**config.mk**
```make
export PLATFORM = sky130hd
export DESIGN_NAME = bsmr_ctrl
export DESIGN_NICKNAME = d
export VERILOG_FILES = /design/src/bsmr_pkg.sv /design/src/bsmr_ctrl.sv
export SDC_FILE = /design/constraint.sdc
export NUM_CORES = 1
export LEC_CHECK = 0
export ABC_AREA = 0
export ABC_CLOCK_PERIOD_IN_PS = 1600
export BUFFER_PORTS_ARGS = -buffer_cell sky130_fd_sc_hd__buf_2
export CORE_AREA = 2 2 39 41
export DETAILED_ROUTE_END_ITERATION = 8
export DIE_AREA = 0 0 41 43
export PLACE_DENSITY = 0.5
export SLEW_MARGIN = 15
export SYNTH_ARGS = -nofsm -noshare
export SYNTH_HDL_FRONTEND = slang
export SYNTH_SLANG_ARGS = --single-unit
```
**constraint.sdc**
```tcl
create_clock -name clk -period 1.6 [get_ports clk]
set_clock_uncertainty 0.05 [all_clocks]
set_input_delay 0.24 -clock clk [delete_from_list [all_inputs] [get_ports clk]]
set_output_delay 0.24 -clock clk [all_outputs]
set_load 0.01 [all_outputs]
```
**src/bsmr_pkg.sv**
```systemverilog
// Package for the sorted-array match-range search block.
// Holds the item types, field widths, operation codes and controller-datapath signals.
// Depends on nothing; every other file but bsmr_ram imports it.
package bsmr_pkg;

    localparam int unsigned DEPTH_DEFAULT = 1024;
    localparam int unsigned KEY_W         = 32;
    localparam int unsigned IDX_W         = 10;
    localparam int unsigned CNT_W         = 11;
    localparam int unsigned LEN_W         = 11;

    localparam logic OP_LOAD   = 1'b0;
    localparam logic OP_SEARCH = 1'b1;

    typedef struct packed {
        logic                    operation;
        logic [IDX_W-1:0]        element_index;
        logic signed [KEY_W-1:0] key_or_value;
    } req_t;

    typedef struct packed {
        logic             found;
        logic [IDX_W-1:0] first_index;
        logic [IDX_W-1:0] final_index;
        logic [CNT_W-1:0] match_count;
    } res_t;

    typedef struct packed {
        logic load;
        logic init;
        logic cmp_en;
        logic rd_en;
        logic restart;
        logic finish;
    } ctrl_cmd_t;

    typedef struct packed {
        logic active;
    } dp_status_t;

endpackage

```
**src/bsmr_ctrl.sv**
```systemverilog
// Controller state machine for the match-range search.
// Issues loads and sequences the lower-bound pass, the upper-bound pass and the result; uses bsmr_pkg.
module bsmr_ctrl
    import bsmr_pkg::*;
(
    input  logic       clk,
    input  logic       rst_n,
    input  logic       start,
    input  logic       operation,
    input  dp_status_t status,
    output ctrl_cmd_t  cmd,
    output logic       busy
);

    localparam logic [1:0] S_IDLE  = 2'd0;
    localparam logic [1:0] S_PROBE = 2'd1;
    localparam logic [1:0] S_STEP  = 2'd2;

    logic [1:0] state_reg;
    logic [1:0] state_next;
    logic       pass_reg;
    logic       pass_next;

    always_ff @(posedge clk or negedge rst_n)
    begin
        if (!rst_n)
        begin
            state_reg <= S_IDLE;
            pass_reg  <= 1'b0;
        end
        else
        begin
            state_reg <= state_next;
            pass_reg  <= pass_next;
        end
    end

    always_comb
    begin
        cmd        = '0;
        state_next = state_reg;
        pass_next  = pass_reg;
        case (state_reg)
            S_IDLE:
            begin
                if (start)
                begin
                    if (operation == OP_SEARCH)
                    begin
                        cmd.init   = 1'b1;
                        pass_next  = 1'b0;
                        state_next = S_PROBE;
                    end
                    else
                    begin
                        cmd.load = 1'b1;
                    end
                end
            end
            S_PROBE, S_STEP:
            begin
                cmd.cmp_en = (state_reg == S_STEP);
                if (status.active)
                begin
                    cmd.rd_en  = 1'b1;
                    state_next = S_STEP;
                end
                else if (!pass_reg)
                begin
                    cmd.restart = 1'b1;
                    pass_next   = 1'b1;
                    state_next  = S_PROBE;
                end
                else
                begin
                    cmd.finish = 1'b1;
                    state_next = S_IDLE;
                end
            end
            default:
            begin
                state_next = S_IDLE;
            end
        endcase
    end

    assign busy = (state_reg != S_IDLE);

endmodule

```
After elaboration in Yosys (flattened, before gate mapping):

Cells that the tools add are included.

* $add $sub $neg: 0
* multipliers: 0
* divide/modulo/power cells: 0
* $lt $le $gt $ge: 0
* equal/unequal tests: 5
* reductions and logical operators: 6
* bitwise gates (word level): 0
* shift operators: 0
* multiplexer cells: 18

Operators with widths (count)
* 2-bit two-way mux: 6
* 1-bit two-way mux: 9
* 2-bit inequality test, second input constant: 3
* 4-bit two-way mux: 1
* 2-bit case mux with 2 select lines: 1
* 4-bit AND reduction: 1
* 2-bit nonzero test: 2
* 2-bit by 1-bit == test with 1-bit output, second input constant: 1
* 2-bit == test, second input constant: 1
* 2-bit zero test: 1
* 1-bit case mux with 2 select lines: 1
* 2-bit AND reduction: 1
* 2-bit OR reduction: 1

* bits in writable memories: 0
* register bits after elaboration: 3
* memories: 0
* input port bits: 5
* bits in latches: 0
* memory bits (read-only): 0

Logic depth before layout (Yosys ltp):

Gate-level depths: netlist (run 1).

* depth after elaboration: 4
* depth in mapped cells: 5

Least setup slack after synthesis (run 1):

Ideal clock, no wire load.

* kind: register -> register
* start point: register state_reg[1]
* end point: register state_reg[0]
* buffers on the path: 0
* arrival: 1.358 ns
* path slack: 0.100 ns
* library setup time: 0.092 ns
* clock period less this slack: 1.500 ns
* stages on the path, launching flop included: 6
* cells stage by stage: dfrtp_1 > inv_1 > ha_1 > nor3b_1 > nor2_1 > o31ai_2

* cells in the longest elaborated chain, start to end: 3

Ends and longest elaborated chain
* start: declaration: line bsmr_ctrl.sv:19 `logic [1:0] state_reg;`
* start signal: assignment: line bsmr_ctrl.sv:33 `state_reg <= state_next;`
* 2-bit == test (tied with other cells): line bsmr_ctrl.sv:43 `case (state_reg)`
* 2-bit OR reduction / 2-bit inequality test (equally long branches)
* 2-bit case mux with 2 select lines / 2-bit AND reduction (equally long branches)

Several ways; a longest one is shown, not always the timed one.
A chain may end at the register's enable or synchronous reset.

==> results by group, run 1 <==
Outcome
  • Status: finished, final reports clean

Power and ir drop
  • IR drop worst, VDD: 0.000597 V
  • PD cells: 1860 nW/um^2
  • P_leak: 0.224 nW
  • Tot Pwr: 0.774 mW

Route
  • Drt first pass iters: 1
  • Via Count: 261
  • DR WL/cell: 9.56 um
  • DRC Markers: 0
  • Routed Antenna Nets: 0
  • WL final: 612 um
  • Number of vias per cell: 4.08
  • Starting DRC count in detailed routing: 0

GRT
  • Vias in the first global route: 247
  • Largest net degree at the start of global routing: 5
  • Initial antenna violation count: 0
  • First-pass GRT wire length: 1000 um
  • Overall Global Routing Usage: 0.0855
  • GRT overflow: 0

Timing
  • Max Slew Vio Count: 0
  • Final setup violation count: 0
  • Unrepaired setup endpoints after global routing: yes
  • Rel. slew slack: 0.816
  • Worst-Margin Slew: 276 ps
  • Max Clock Freq: 632 MHz
  • Fin crit share: 0.990
  • Endpoints failing hold: 0
  • Crit path time final: 1580 ps

Finish
  • Share of cells above drive strength 1: 0.500
  • Final Cell Area: 415 um^2
  • Sequential Area: 75.1 um^2
  • Multi-input gate area: 195 um^2
  • Non-Filler Instances: 64
  • Post-layout util: 0.300
  • P&R area growth vs syn: 56.6%
  • Fillcell total: 159
  • Diode count: 0
  • Max reg flops: 2
  • # nets final: 58

CTS
  • TritonCTS buffer count: 3
  • CTS tree: done
  • Clock Latency Late Sink: 250 ps
  • Clk sinks: 3
  • CTS max path bufs: 2
  • CTS root buf: clkbuf_4
  • H-tree Lvls: 1
  • Clock transition at path regs: 40 ps

Yosys
  • Post-synthesis compound-gate area fraction: 0.198
  • Synth Register Bits: 3
  • Syn Nets: 39
  • Main combinational cell family by area after synthesis: simple AND/OR/NAND/NOR gates
  • Adder-cell share of the synthesized area: 0.189
  • Mapped Area: 265 um^2
  • Synth unique cells: 15
  • Number of synthesis warnings: 0
  • Mux contribution to synthesized area: 0
  • Sequential share of the synthesized area: 0.283
  • Synth Area in XOR/XNOR: 0
  • Synth Area in Simple Gates: 0.259
  • Syn_area_per_cell: 8.84 um^2
  • Syn Inst Count: 30

Die
  • Core area: 1380 um^2
  • Initial core utilization: 0.192
  • Die footprint: 1760 um^2
  • Die X: 41 um
  • Die height: 43 um
  • Top-Level Pins: 12
  • Rows: 14

Worst hold path
  • HP Class: input pin to async pin

Setup path
  • Largest stage delay, worst path: 340 ps
  • Buf/Inv on CP: 2
  • Critical path peak fanout: 4
  • Crit end category: output port
  • Kind of critical path: register to output port
  • Crit path cell chain: inv_1, ha_4, nor3b_4, buf_2
  • CP Data Required Time: 1310 ps
  • CP Launch Type: register
  • Crit-path slowest cell: dfrtp_1
  • Crit path max-delay family: flip-flops
  • CP arrival: 1290 ps

Place
  • Post-DP Area: 340 um^2
  • Count of port buffers added during placement: 11
  • Placer Congestion: 0.702
  • Placed cells: 57
  • HPWL after DPL: 432 um

Job
  • Max Cap Violations: 0
cell families after synthesis:
family                   count (synthesis)
AO/OA/AOI/OAI                            7
adder cells (fa/ha/maj)                  4
buffers and inverters                    5
AND/OR/NAND/NOR                         11
flip-flops                               3
final cells by class:
cell class	count	share of cell area
Timing Repair Buffer	14	0.193
Tap cell	16	0.0482
Inverter	5	0.0452
Clock buffer	4	0.0633
Multi-Input combinational cell	22	0.470
Sequential cell	3	0.181
metrics by stage:
step | hold WS, ps | setup TNS [ps] | setup slack, ps
floorplan | -106 | 0 | 99.9
CTS | 268 | 0 | 25.2
finish | 269 | 0 | 16.6
detailed placement | -9.20 | 0 | 120
global placement | -13.0 | 0 | 109
global route | 276 | -55.7 | -55.7
what timing repair did:
action | in CTS | in global routing
setup buffers | 1 | 1
gates resized for setup | 3 | 1
pin swaps | 0 | 0
hold endpoints to repair | 3 | 0
endpoints found under the setup margin | 2 | 1
hold buffers | 1 | 0
worst paths after layout:
check,startpoint,end,slack (ps),cells past startpoint
setup / recovery,state_reg[1]$_DFFE_PN0P_,cmd[1],20,4
hold / removal,rst_n,state_reg[1]$_DFFE_PN0P_,270,2
setup reg to reg,state_reg[0]$_DFFE_PN0P_,state_reg[0]$_DFFE_PN0P_,210,5
hold reg to reg,state_reg[0]$_DFFE_PN0P_,state_reg[0]$_DFFE_PN0P_,540,2
max in group asynchronous,rst_n,state_reg[0]$_DFFE_PN0P_,1110,2
min in group clk,status,state_reg[1]$_DFFE_PN0P_,270,3
synthesized netlist by cell type:
cell	instances	area (um^2)
and3_2	1	7.51
o31ai_2	2	25.0
nor2b_1	1	6.26
o21ai_1	1	5.00
inv_1	5	18.8
or2_4	1	8.76
nor2_1	3	11.3
nor2b_4	1	13.8
o211ai_1	1	7.51
dfrtp_1	3	75.1
o21ai_0	3	15.0
ha_1	4	50.1
nand2b_1	1	6.26
nor3b_1	1	7.51
nand2_1	2	7.51
routing by layer:
| layer | part of all wire | wire [um] | vias to the layer above | GRT usage |
|---|---|---|---|---|
| li1 | - | - | 134 | - |
| met1 | 0.44 | 272 | 115 | 0.110 |
| met2 | 0.45 | 275 | 10 | 0.122 |
| met3 | 0.070 | 43 | 2 | 0.0157 |
| met4 | 0.033 | 20 | 0 | 0.0600 |
| met5 | 0 | 0 | - | 0 |
layout by cell type, fill, tap and decap left out, types with 2 or more instances in the layout:
cell type / instances
dfrtp_1: 3
ha_1: 3
buf_4: 2
buf_2: 11
o21ai_0: 3
nand2_1: 2
clkbuf_4: 3
nor2_1: 3
o31ai_2: 2
inv_1: 4
worst reg2reg max path: stages, from the launching register on:
cell and delay [ps]:
dfrtp_1 370, inv_2 70, ha_1 220, nor2b_4 140
or2_4 260, o31ai_2 200
where the power goes:
group / internal [mW] / total [mW] / switching (mW) / leakage (nW)
clock: 0.0940 / 0.141 / 0.0475 / 0.0150
combinational: 0.254 / 0.489 / 0.235 / 0.173
sequential: 0.111 / 0.144 / 0.0336 / 0.0360
total: 0.459 / 0.774 / 0.316 / 0.224
Note: power is estimated with default switching activity, not from simulation.
==> run 2: changes to the inputs <==
- SETUP_SLACK_MARGIN: default -> 0.5
==> run 2 against run 1 <==
Maximum frequency is 1.6% higher; sequential power hardly changed; via count is 7.7% higher; non-clock buffer count is 8 higher; design area is 27% higher; largest cell class unchanged; critical path type unchanged; die area stayed put; sequential share of layout area is 3.8 points lower; hold slack better by 13 ps; routed wire length is 5.7% higher; global-route usage is 1.0 points higher.
==> results by group, run 2 (synthesis gave the netlist of run 1 again) <==
Setup path
  • Reg2reg start: state_reg[1]$_DFFE_PN0P_
  • Crit end category: output port
  • Worst R2R End: state_reg[0]$_DFFE_PN0P_
  • CP arrival: 1270 ps
  • FF-to-FF path depth: 6
  • R2R Setup Slk: 180 ps
  • CP Data Required Time: 1310 ps
  • Kind of critical path: register to output port
  • Critical path peak fanout: 4
  • CP startpoint: state_reg[1]$_DFFE_PN0P_
  • CP Launch Type: register
  • Crit path to: cmd[1]

Outcome
  • Status: finished, final reports clean

Die
  • Core area: 1380 um^2
  • Initial core utilization: 0.192
  • Top-Level Pins: 12
  • Die X: 41 um
  • Die footprint: 1760 um^2
  • Rows: 14
  • Die height: 43 um

Finish
  • Fillcell total: 152
  • Max reg flops: 2
  • Share of cells above drive strength 1: 0.714
  • Diode count: 0
  • Most frequent cells in the layout: buf_2 (10), buf_4 (8), inv_2 (4)
  • P&R area growth vs syn: 98.1%
  • Commonest non-fill, non-tap cell in the layout: buf_2
  • # nets final: 66
  • Final Cell Area: 526 um^2

Power and ir drop
  • Switch Pwr: 0.367 mW
  • Cell Int Power: 0.626 mW
  • IR drop worst, VDD: 0.000830 V
  • Clock Power Share: 0.131
  • PD cells: 1890 nW/um^2
  • Combinational share of power: 0.723
  • P_leak: 0.270 nW
  • Sw Share: 0.370
  • Sequential Power Share: 0.145

Route
  • DR WL/cell: 8.99 um
  • WL final: 647 um
  • Routed Antenna Nets: 0
  • Starting DRC count in detailed routing: 3
  • DRC Markers: 0
  • Number of vias per cell: 3.90
  • Drt first pass iters: 4
  • Via Count: 281

Place
  • Post-DP Area: 393 um^2
  • Placer Congestion: 0.693
  • HPWL after DPL: 492 um
  • Worst slack, placed: 198 ps
  • Count of port buffers added during placement: 11

GRT
  • Initial antenna violation count: 0
  • First-pass GRT wire length: 1080 um
  • Overall Global Routing Usage: 0.0955
  • GRT overflow: 0
  • Vias in the first global route: 262
  • Largest net degree at the start of global routing: 5

CTS
  • Clock transition at path regs: 40 ps
  • Clock Latency Late Sink: 230 ps
  • CTS max path bufs: 2
  • H-tree Lvls: 1
  • TritonCTS buffer count: 3
  • CTS tree: done
  • Clk sinks: 3
  • CTS root buf: clkbuf_4

Job
  • Max Cap Violations: 0

Timing
  • Max Slew Vio Count: 0
  • Crit path time final: 1560 ps
  • Fin crit share: 0.974
  • Final setup margin: 42.2 ps
  • Endpoints failing hold: 0
  • Unrepaired setup endpoints after global routing: yes
  • Final setup violation count: 0
  • Max Clock Freq: 642 MHz
  • Worst-Margin Slew: 187 ps
  • Rel. slew slack: 0.874

Worst hold path
  • HP Class: input pin to async pin
run 2: cell types whose count changed in the layout (fill, tap and decap cells not counted), moves of 2 or more:
cell	previous run	this run
inv_1	4	1
buf_4	2	8
inv_2	1	4
nor2_2	0	2
buf_6	0	3
nor2_1	3	0
run 2: critical path, cell delays in order, from the launching register on:
cell and delay [ps]:
dfrtp_1 370, inv_2 60, ha_4 270, nor3b_4 180, buf_2 150
run 2: worst min-delay path by stage:
stage | from | endpoint | slack (ps) | cells after the start
6_report | rst_n | state_reg[0]$_DFFE_PN0P_ | 280 | 2
5_1_grt | rst_n | state_reg[0]$_DFFE_PN0P_ | 290 | 2
2_1_floorplan | rst_n | pass_reg$_DFFE_PN0P_ | -110 | 0
3_3_place_gp | rst_n | state_reg[0]$_DFFE_PN0P_ | -10 | 1
4_1_cts | rst_n | state_reg[0]$_DFFE_PN0P_ | 270 | 2
3_5_place_dp | rst_n | state_reg[0]$_DFFE_PN0P_ | -9 | 1
run 2: layout make-up:
type / instances / area (um^2) / area share
inverters: 5 / 18.8 / 0.0357
flip-flops and latches: 3 / 75.1 / 0.143
well taps: 16 / 20.0 / 0.0381
clock buffers: 4 / 26.3 / 0.0500
repair buffers: 22 / 154 / 0.293
multi-input cells: 22 / 231 / 0.440
run 2: what timing repair did:
action	in CTS	in global routing
pin swaps	1	2
gates resized for setup	3	3
hold buffers	1	0
gates cloned	0	0
endpoints found under the setup margin	10	10
buffers inserted	5	5
hold endpoints to repair	3	0
run 2: power by group through the flow:
| stage | combinational [mW] | sequential, mW | clock [mW] |
|---|---|---|---|
| 2_1_floorplan | 0.388 | 0.141 | 0 |
| 3_3_place_gp | 0.501 | 0.154 | 0 |
| 3_5_place_dp | 0.503 | 0.152 | 0 |
| 4_1_cts | 0.622 | 0.148 | 0.138 |
| 5_1_grt | 0.789 | 0.149 | 0.150 |
| 6_report | 0.718 | 0.144 | 0.131 |
run 2: layer usage:
metal,GRT usage,vias up,part of all wire
met5,0,-,0
li1,-,152,-
met3,0.0681,0,0.062
met2,0.122,10,0.48
met1,0.110,119,0.45
met4,0.0600,0,0
run 2: through the flow:
step / power (mW) / instances / TNS, ps / util / hold WS (ps)
6_report: 0.993 / 72 / 0 / 0.380 / 282
5_1_grt: 1.09 / 72 / -36.3 / 0.380 / 286
4_1_cts: 0.908 / 67 / 0 / 0.344 / 274
3_5_place_dp: 0.654 / 57 / 0 / 0.284 / -9.42
3_3_place_gp: 0.654 / 57 / 0 / 0.284 / -12.2
2_1_floorplan: 0.529 / 30 / 0 / - / -106
